## src/hdl/dlms_frame_integer_extractor_defines.svh

```systemverilog
// Assertion macros shared by the meter-frame extractor RTL.
// Depends on nothing; each user module must provide clk and rst_n signals.
`ifndef DLMS_FRAME_INTEGER_EXTRACTOR_DEFINES_SVH
`define DLMS_FRAME_INTEGER_EXTRACTOR_DEFINES_SVH

// The consequent must hold in the same cycle as the antecedent.
`define DFIE_ASSERT_SAME(name, ante, cons, msg) \
    name: assert property (@(posedge clk) disable iff (!rst_n) (ante) |-> (cons)) \
        else $error(msg);

// The consequent must hold in the cycle after the antecedent.
`define DFIE_ASSERT_NEXT(name, ante, cons, msg) \
    name: assert property (@(posedge clk) disable iff (!rst_n) (ante) |=> (cons)) \
        else $error(msg);

`endif

```

## src/hdl/dfie_pkg.sv

```systemverilog
// Shared constants for the meter-frame integer extractor.
// No dependencies; used by dlms_frame_integer_extractor by scoped names.
package dfie_pkg;

    localparam int MAX_PAYLOAD_DEF = 512;
    localparam int MIN_FRAME       = 9;

    localparam int HDR_OFF_W = 9;
    localparam int TGT_IDX_W = 8;
    localparam int CFG_DATA_W = 9;
    localparam int CFG_ADDR_W = 1;

    localparam logic [HDR_OFF_W-1:0] HEADER_OFFSET_RST = 9'd8;
    localparam logic [TGT_IDX_W-1:0] TARGET_INDEX_RST  = 8'd0;

    // Configuration register indexes
    localparam logic [CFG_ADDR_W-1:0] REG_HEADER_OFFSET = 1'b0;
    localparam logic [CFG_ADDR_W-1:0] REG_TARGET_INDEX  = 1'b1;

    // Element type tags
    localparam logic [7:0] TAG_OCTET_STRING   = 8'h09;
    localparam logic [7:0] TAG_VISIBLE_STRING = 8'h0A;
    localparam logic [7:0] TAG_UINT8          = 8'h02;
    localparam logic [7:0] TAG_UINT16         = 8'h12;
    localparam logic [7:0] TAG_UINT32         = 8'h06;

    // Result status codes
    localparam logic [2:0] ST_OK       = 3'd0;
    localparam logic [2:0] ST_SHORT    = 3'd1;
    localparam logic [2:0] ST_BADSTART = 3'd2;
    localparam logic [2:0] ST_UNKNOWN  = 3'd3;
    localparam logic [2:0] ST_NOTREACH = 3'd4;
    localparam logic [2:0] ST_TRUNC    = 3'd5;
    localparam logic [2:0] ST_NOTINT   = 3'd6;

    // Expected leading bytes of a data-notification payload.
    function automatic logic [7:0] lead_byte(input logic [1:0] idx);
        logic [7:0] res;
        case (idx)
            2'd0:    res = 8'hE6;
            2'd1:    res = 8'hE7;
            2'd2:    res = 8'h00;
            default: res = 8'h0F;
        endcase
        return res;
    endfunction

endpackage

```

## src/hdl/dlms_frame_integer_extractor.sv

```systemverilog
// Meter-frame integer extractor: walks one deframed payload a byte at a time.
// Depends on dfie_pkg and dlms_frame_integer_extractor_defines.svh.
//
// Usage:
// Payload bytes enter on the s_ stream channel, one word per byte, with s_tlast
// on the final byte of a payload. One result word leaves on the m_ channel for
// each payload, holding status, value, value tag and kept frame length.
// Bytes past MAX_PAYLOAD are ignored but their tlast still closes the frame.
// header_offset and target_index should be written through cfg_we/cfg_addr/cfg_wdata
// only while no frame is in flight (the block does not enforce this); they keep their values across frames.
// Timing: an accepted byte lands in an input register, and from there it updates
// the walk state; a last byte also loads the registered result. One byte is taken
// every cycle except while a byte carrying tlast waits; the single input register
// and the per-byte state update set that rate.
// When the result register is full and m_tready is low, a byte carrying tlast
// waits in the input register, so s_tready falls; other bytes keep flowing.
// Reset clears the walk state, empties both registers and loads the
// configuration defaults (header_offset 8, target_index 0).
`include "dlms_frame_integer_extractor_defines.svh"

module dlms_frame_integer_extractor #(
    parameter int MAX_PAYLOAD = dfie_pkg::MAX_PAYLOAD_DEF,
    localparam int POS_W = $clog2(MAX_PAYLOAD + 1),
    localparam int OUT_W = ((43 + POS_W + 7) / 8) * 8
) (
    input  logic                            clk,
    input  logic                            rst_n,
    input  logic                            cfg_we,
    input  logic [dfie_pkg::CFG_ADDR_W-1:0] cfg_addr,
    input  logic [dfie_pkg::CFG_DATA_W-1:0] cfg_wdata,
    input  logic                            s_tvalid,
    output logic                            s_tready,
    input  logic [7:0]                      s_tdata,  // [7:0] data_byte
    input  logic                            s_tlast,  // last_byte
    output logic                            m_tvalid,
    input  logic                            m_tready,
    // [2:0] status, [34:3] value, [42:35] value_tag, then frame_length, zero pad
    output logic [OUT_W-1:0]                m_tdata
);

    localparam int NT_W = $clog2(MAX_PAYLOAD + 256);

    typedef enum logic [2:0] {
        PH_HEADER,
        PH_SEEK,
        PH_LEN,
        PH_VALUE,
        PH_DONE
    } phase_t;

    // Configuration
    logic [dfie_pkg::HDR_OFF_W-1:0] hdr_off_reg;
    logic [dfie_pkg::TGT_IDX_W-1:0] tgt_idx_reg;

    // Input register
    logic       in_valid_reg;
    logic [7:0] in_byte_reg;
    logic       in_last_reg;

    // Walk state
    logic [POS_W-1:0] pos_reg,       pos_next;
    logic             start_ok_reg,  start_ok_next;
    logic [NT_W-1:0]  next_tag_reg,  next_tag_next;
    logic [7:0]       elems_reg,     elems_next;
    phase_t           phase_reg,     phase_next;
    logic [31:0]      acc_reg,       acc_next;
    logic [2:0]       vbytes_reg,    vbytes_next;
    logic [7:0]       found_tag_reg, found_tag_next;
    logic [2:0]       err_reg,       err_next;

    // Result register
    logic             out_valid_reg;
    logic [2:0]       out_status_reg, out_status_next;
    logic [31:0]      out_value_reg,  out_value_next;
    logic [7:0]       out_tag_reg,    out_tag_next;
    logic [POS_W-1:0] out_len_reg;

    logic             advance;
    logic             take;
    logic [NT_W-1:0]  p_ext;
    logic [NT_W-1:0]  b_ext;
    logic [2:0]       vbytes_dec;

    // A frame-ending word needs room in the result register; others never do.
    assign advance  = in_valid_reg && (!in_last_reg || !out_valid_reg || m_tready);
    assign s_tready = !in_valid_reg || advance;
    assign take     = advance && (pos_reg < POS_W'(MAX_PAYLOAD));
    assign p_ext    = NT_W'(pos_reg);
    assign b_ext    = NT_W'(in_byte_reg);
    assign vbytes_dec = vbytes_reg - 3'd1;

    always_comb
    begin
        pos_next       = pos_reg;
        start_ok_next  = start_ok_reg;
        next_tag_next  = next_tag_reg;
        elems_next     = elems_reg;
        phase_next     = phase_reg;
        acc_next       = acc_reg;
        vbytes_next    = vbytes_reg;
        found_tag_next = found_tag_reg;
        err_next       = err_reg;

        if (take)
        begin
            pos_next = pos_reg + POS_W'(1);
            if (pos_reg < POS_W'(4) &&
                in_byte_reg != dfie_pkg::lead_byte(pos_reg[1:0]))
            begin
                start_ok_next = 1'b0;
            end

            unique case (phase_reg)
                PH_HEADER:
                begin
                    if (p_ext == NT_W'(hdr_off_reg))
                    begin
                        next_tag_next = p_ext + b_ext + NT_W'(1);
                        elems_next    = tgt_idx_reg;
                        phase_next    = PH_SEEK;
                    end
                end
                PH_SEEK:
                begin
                    if (p_ext == next_tag_reg)
                    begin
                        if (elems_reg == 8'd0)
                        begin
                            found_tag_next = in_byte_reg;
                            acc_next       = '0;
                            phase_next     = PH_VALUE;
                            case (in_byte_reg)
                                dfie_pkg::TAG_UINT8:  vbytes_next = 3'd1;
                                dfie_pkg::TAG_UINT16: vbytes_next = 3'd2;
                                dfie_pkg::TAG_UINT32: vbytes_next = 3'd4;
                                default:
                                begin
                                    err_next   = dfie_pkg::ST_NOTINT;
                                    phase_next = PH_DONE;
                                end
                            endcase
                        end
                        else
                        begin
                            elems_next = elems_reg - 8'd1;
                            case (in_byte_reg) inside
                                dfie_pkg::TAG_VISIBLE_STRING, dfie_pkg::TAG_OCTET_STRING:
                                    phase_next = PH_LEN;
                                dfie_pkg::TAG_UINT8:
                                    next_tag_next = p_ext + NT_W'(2);
                                dfie_pkg::TAG_UINT16:
                                    next_tag_next = p_ext + NT_W'(3);
                                dfie_pkg::TAG_UINT32:
                                    next_tag_next = p_ext + NT_W'(5);
                                default:
                                begin
                                    err_next   = dfie_pkg::ST_UNKNOWN;
                                    phase_next = PH_DONE;
                                end
                            endcase
                        end
                    end
                end
                PH_LEN:
                begin
                    next_tag_next = p_ext + b_ext + NT_W'(1);
                    phase_next    = PH_SEEK;
                end
                PH_VALUE:
                begin
                    acc_next    = {acc_reg[23:0], in_byte_reg};
                    vbytes_next = vbytes_dec;
                    if (vbytes_dec == 3'd0)
                    begin
                        err_next   = dfie_pkg::ST_OK;
                        phase_next = PH_DONE;
                    end
                end
                default:
                begin
                end
            endcase
        end

        // The result is judged on the state as it stands after the last byte.
        if (pos_next < POS_W'(dfie_pkg::MIN_FRAME))
            out_status_next = dfie_pkg::ST_SHORT;
        else if (!start_ok_next)
            out_status_next = dfie_pkg::ST_BADSTART;
        else if (phase_next == PH_SEEK)
            out_status_next = dfie_pkg::ST_NOTREACH;
        else if (phase_next == PH_DONE)
            out_status_next = err_next;
        else
            out_status_next = dfie_pkg::ST_TRUNC;

        out_value_next = (out_status_next == dfie_pkg::ST_OK) ? acc_next : 32'd0;
        out_tag_next   = (out_status_next == dfie_pkg::ST_SHORT ||
                          out_status_next == dfie_pkg::ST_BADSTART) ? 8'd0 : found_tag_next;
    end

    // Configuration writes
    always_ff @(posedge clk or negedge rst_n)
    begin
        if (!rst_n)
        begin
            hdr_off_reg <= dfie_pkg::HEADER_OFFSET_RST;
            tgt_idx_reg <= dfie_pkg::TARGET_INDEX_RST;
        end
        else if (cfg_we)
        begin
            unique case (cfg_addr)
                dfie_pkg::REG_HEADER_OFFSET: hdr_off_reg <= cfg_wdata[dfie_pkg::HDR_OFF_W-1:0];
                dfie_pkg::REG_TARGET_INDEX:  tgt_idx_reg <= cfg_wdata[dfie_pkg::TGT_IDX_W-1:0];
                default:
                begin
                end
            endcase
        end
    end

    // Input register
    always_ff @(posedge clk or negedge rst_n)
    begin
        if (!rst_n)
            in_valid_reg <= 1'b0;
        else if (s_tready)
            in_valid_reg <= s_tvalid;
    end

    always_ff @(posedge clk)
    begin
        if (s_tvalid && s_tready)
        begin
            in_byte_reg <= s_tdata;
            in_last_reg <= s_tlast;
        end
    end

    // Walk state; a frame end returns everything to the start-of-frame values.
    always_ff @(posedge clk or negedge rst_n)
    begin
        if (!rst_n)
        begin
            pos_reg       <= '0;
            start_ok_reg  <= 1'b1;
            next_tag_reg  <= '0;
            elems_reg     <= '0;
            phase_reg     <= PH_HEADER;
            acc_reg       <= '0;
            vbytes_reg    <= '0;
            found_tag_reg <= '0;
            err_reg       <= dfie_pkg::ST_OK;
        end
        else if (advance && in_last_reg)
        begin
            pos_reg       <= '0;
            start_ok_reg  <= 1'b1;
            next_tag_reg  <= '0;
            elems_reg     <= '0;
            phase_reg     <= PH_HEADER;
            acc_reg       <= '0;
            vbytes_reg    <= '0;
            found_tag_reg <= '0;
            err_reg       <= dfie_pkg::ST_OK;
        end
        else if (advance)
        begin
            pos_reg       <= pos_next;
            start_ok_reg  <= start_ok_next;
            next_tag_reg  <= next_tag_next;
            elems_reg     <= elems_next;
            phase_reg     <= phase_next;
            acc_reg       <= acc_next;
            vbytes_reg    <= vbytes_next;
            found_tag_reg <= found_tag_next;
            err_reg       <= err_next;
        end
    end

    // Result register
    always_ff @(posedge clk or negedge rst_n)
    begin
        if (!rst_n)
            out_valid_reg <= 1'b0;
        else if (advance && in_last_reg)
            out_valid_reg <= 1'b1;
        else if (m_tready)
            out_valid_reg <= 1'b0;
    end

    always_ff @(posedge clk)
    begin
        if (advance && in_last_reg)
        begin
            out_status_reg <= out_status_next;
            out_value_reg  <= out_value_next;
            out_tag_reg    <= out_tag_next;
            out_len_reg    <= pos_next;
        end
    end

    assign m_tvalid = out_valid_reg;
    assign m_tdata  = OUT_W'({out_len_reg, out_tag_reg, out_value_reg, out_status_reg});

    `DFIE_ASSERT_SAME(a_pos_capped, 1'b1, pos_reg <= POS_W'(MAX_PAYLOAD),
        "byte position ran past the payload limit")
    `DFIE_ASSERT_NEXT(a_frame_clears, advance && in_last_reg,
        pos_reg == '0 && phase_reg == PH_HEADER && out_valid_reg,
        "frame end did not clear the walk and load a result")
    `DFIE_ASSERT_SAME(a_ok_is_integer, out_valid_reg && out_status_reg == dfie_pkg::ST_OK,
        out_tag_reg == dfie_pkg::TAG_UINT8 || out_tag_reg == dfie_pkg::TAG_UINT16 ||
        out_tag_reg == dfie_pkg::TAG_UINT32,
        "ok result carries a non-integer tag")
    `DFIE_ASSERT_SAME(a_early_fail_empty,
        out_valid_reg && (out_status_reg == dfie_pkg::ST_SHORT ||
                          out_status_reg == dfie_pkg::ST_BADSTART),
        out_tag_reg == 8'd0 && out_value_reg == 32'd0,
        "short or bad-start result carries a tag or value")
    `DFIE_ASSERT_SAME(a_value_phase_count, phase_reg == PH_VALUE,
        vbytes_reg == 3'd1 || vbytes_reg == 3'd2 || vbytes_reg == 3'd3 || vbytes_reg == 3'd4,
        "value byte count out of range while reading a value")

endmodule
```

## config.mk

```make
export PLATFORM = sky130hd
export DESIGN_NAME = dlms_frame_integer_extractor
export DESIGN_NICKNAME = d
export VERILOG_FILES = /design/src/hdl/dfie_pkg.sv /design/src/hdl/dlms_frame_integer_extractor.sv
export VERILOG_INCLUDE_DIRS = /design/src /design/src/hdl
export SDC_FILE = /design/constraint.sdc
export NUM_CORES = 1
export LEC_CHECK = 0
export BUFFER_PORTS_ARGS = -buffer_cell sky130_fd_sc_hd__buf_2
export CORE_MARGIN = 2
export CORE_UTILIZATION = 45
export DETAILED_ROUTE_END_ITERATION = 10
export HOLD_SLACK_MARGIN = 0.02
export SYNTH_ARGS = -nofsm -noshare
export SYNTH_HDL_FRONTEND = slang
export SYNTH_SLANG_ARGS = --single-unit
```

## constraint.sdc

```tcl
create_clock -name clk -period 7.15 [get_ports clk]
set_input_delay 1.43 -clock clk [delete_from_list [all_inputs] [get_ports clk]]
set_output_delay 1.43 -clock clk [all_outputs]
set_load 0.02 [all_outputs]
```

==> metrics.txt <==
sequential fraction of the synthesis area 51.74%; initial antenna violation count 0; # nets final 869; number of cells on the worst hold path 2; fin area 9289 um^2; CTS tree built; Total Routing Usage GR 21.51%; Worst setup EP type flop; power per cell area 255.5 nW/um^2; Post-CTS Repair Setup Buffers 0; detailed placement HPWL 14050 um; DIE WIDTH 139.8 um; total negative slack 0 ps; final core utilization 51.53%; status complete, no violations; # IOs 82; DR WL/cell 19.32 um; Setup Viol. Count Final 0; Reg clk slew, reported paths 60 ps; Clock Skew 9.078 ps; peak supply drop 180.1 uV; Die Height 139.8 um; main flop type after synthesis dfrtp_1; CTS Hold Bufs 0; fill count 1663; Crit Path Category in -> reg; asr flop ratio synth 61.01%; synth warn 0; #FFs+latches synth 159; Crit path required time 7280 ps; largest net degree at the start of global routing 58; H-tree levels 4; Synth Area in XOR/XNOR 4.541%; Placer Congestion 0.8685; DRT antenna net count 0; clk_lat worst skew 430 ps; Hold Slack 485.5 ps; Clock Path Buffers 2; Critical Path Source Type input pin; Clock Tree Root clkbuf_16; mux cell area share after synthesis 4.164%; Rows 49; Port Buffers 78; FMAX 217.2 MHz; Die ar. 19530 um^2; Post-synth EDFFs 62; Slew @ Worst Pin 1089 ps; 1st-iter DRT viols 448; synthesized area 8294 um^2; area grow syn2layout 11.99%; Avg Cell Area, Syn 10.74 um^2; worst path arrival time 4730 ps; P_leak 3.772 nW; via/cell ratio 5.917; DP Area 8752 um^2; crit path max fanout 32; R2R depth 8; headroom to the max-slew limit 27.38%; drt total wl 20620 um; Tcrit/Tclk final 64.38%; Finished Layout Cells 1067; grt ovf 0; sequence of cells on the critical path buf_2, and3b_1, nor2_1, nand4_1, mux2i_1, a2111oi_1, nand2b_1, or4_1, nor2_1; CP peak stage delay 820 ps; Slowest cell on crit path or4_1; simple-gate share of the synthesized area 14.13%; Initial Utilization 46.02%; Remaining DRCs 0; first-pass GRT wire length 33210 um; final hold vios 0; Diodes inserted 0; Most Frequent Cell on Critical Path nor2_1; vias in the first global route 6180; largest family of logic cells by synthesized area compound AO/OA/AOI/OAI gates; drt pass-1 iters 6; fin. max-slew vios 0; Post-Synthesis Cells 772; Resized Gates After CTS 0; Synth cell types 72; Max-Cap Viols 0; RSZ-0062 raised after global routing no; core area 18020 um^2; Num CTS Buffers 17; Post-Synth Adder-Cell Area 3.319%; Cells after DPL 1035; routed via count 6313; share of layout cells above drive strength 1 18.50%; Compound-Gate Fraction of Synth Area 17.85%; Final min period 4604 ps; Sink Count 159; worst hold path class reg -> reg
## metrics by stage
| stage | power (mW) | setup slack (ps) |
|---|---|---|
| 2_1_floorplan | 1.417 | 2723 |
| 3_3_place_gp | 1.537 | 2244 |
| 3_5_place_dp | 1.548 | 2078 |
| 4_1_cts | 2.390 | 2532 |
| 5_1_grt | 2.481 | 2120 |
| 6_report | 2.374 | 2547 |
## kinds of logic (layout without fill, tap and decap cells)
kind of cell             Yosys count  count (layout)
AND/OR/NAND/NOR                  238             238
AO/OA/AOI/OAI                    206             206
flip-flops                       159             159
buffers and inverters             72             136
XOR/XNOR                          43              43
multiplexers                      32              32
adder cells (fa/ha/maj)           21              21
other                              1               3
## power breakdown
group	leakage (nW)	total, mW	internal, mW	switching [mW]
registers	1.90	1.10	1.02	0.0812
logic	1.62	0.434	0.163	0.271
clock network	0.260	0.839	0.450	0.389
total	3.77	2.37	1.63	0.741
## path summary, 6_finish.rpt
path	slack, ps	endpoint	start
max	2550	out_value_reg[1]	m_tready
min	490	err_reg[2]	err_reg[2]
max reg2reg	2930	out_value_reg[1]	in_last_reg
min reg2reg	490	err_reg[2]	err_reg[2]
max in group asynchronous	5010	vbytes_reg[1]	rst_n
min in group asynchronous	980	tgt_idx_reg[5]	rst_n
## synth_stat cells, drive strengths merged (4+ instances only)
| master | count | area (um^2) |
|---|---|---|
| a211oi | 6 | 50.05 |
| xor2 | 9 | 78.83 |
| clkbuf | 27 | 101.4 |
| nand3 | 9 | 50.05 |
| nor2b | 7 | 43.79 |
| a31oi | 5 | 31.28 |
| buf | 25 | 172.7 |
| a21oi | 33 | 165.2 |
| o211a | 4 | 40.04 |
| nand2 | 61 | 231.5 |
| ha | 18 | 225.2 |
| nand2b | 8 | 50.05 |
| nor2 | 93 | 356.6 |
| nor3 | 18 | 128.9 |
| a21o | 6 | 45.04 |
| mux2 | 17 | 191.4 |
| o21ai | 42 | 210.2 |
| dfrtp | 95 | 2377 |
| inv | 20 | 75.07 |
| and2 | 5 | 31.28 |
| o211ai | 7 | 52.55 |
| a22oi | 30 | 225.2 |
| mux2i | 15 | 153.9 |
| nand4 | 11 | 68.82 |
| a32o | 5 | 50.05 |
| o31ai | 5 | 37.54 |
| a22o | 40 | 350.3 |
| o22ai | 4 | 25.02 |
| xnor2 | 34 | 297.8 |
| edfxtp | 62 | 1862 |
## final cells by class
cell class                      count  area (um^2)  area share, %
Timing Repair Buffer               84        437.9          4.714
Tap cell                          229        286.5          3.085
Clock buffer                       18        429.2          4.620
Multi-Input combinational cell    543         3661          39.41
Clock inverter                     14        107.6          1.158
Inverter                           20        75.07         0.8082
Sequential cell                   159         4292          46.20
## per-layer routing
layer	wire [um]	up-vias	track usage (%)
met5	0	-	0
met4	334	0	7.000
met3	1188	22	3.751
met2	9949	221	34.76
met1	9144	3138	29.64
li1	-	2932	-
## cells in the final DEF, fill, tap and decap left out, drive strengths merged, types with 26 or more instances in the layout
cell type and n:
o21ai 42, inv 26, a21oi 33, edfxtp 62, xnor2 34, dfrtp 95
a22oi 30, buf 84, a22o 40, nor2 93, nand2 61
## critical path: cells and delay by family
kind / cells / cell delay (ps)
mux: 1 / 220
simple gates: 6 / 2390
compound gates: 1 / 570
buf+inv: 1 / 110
(Power assumes the default switching activity.)
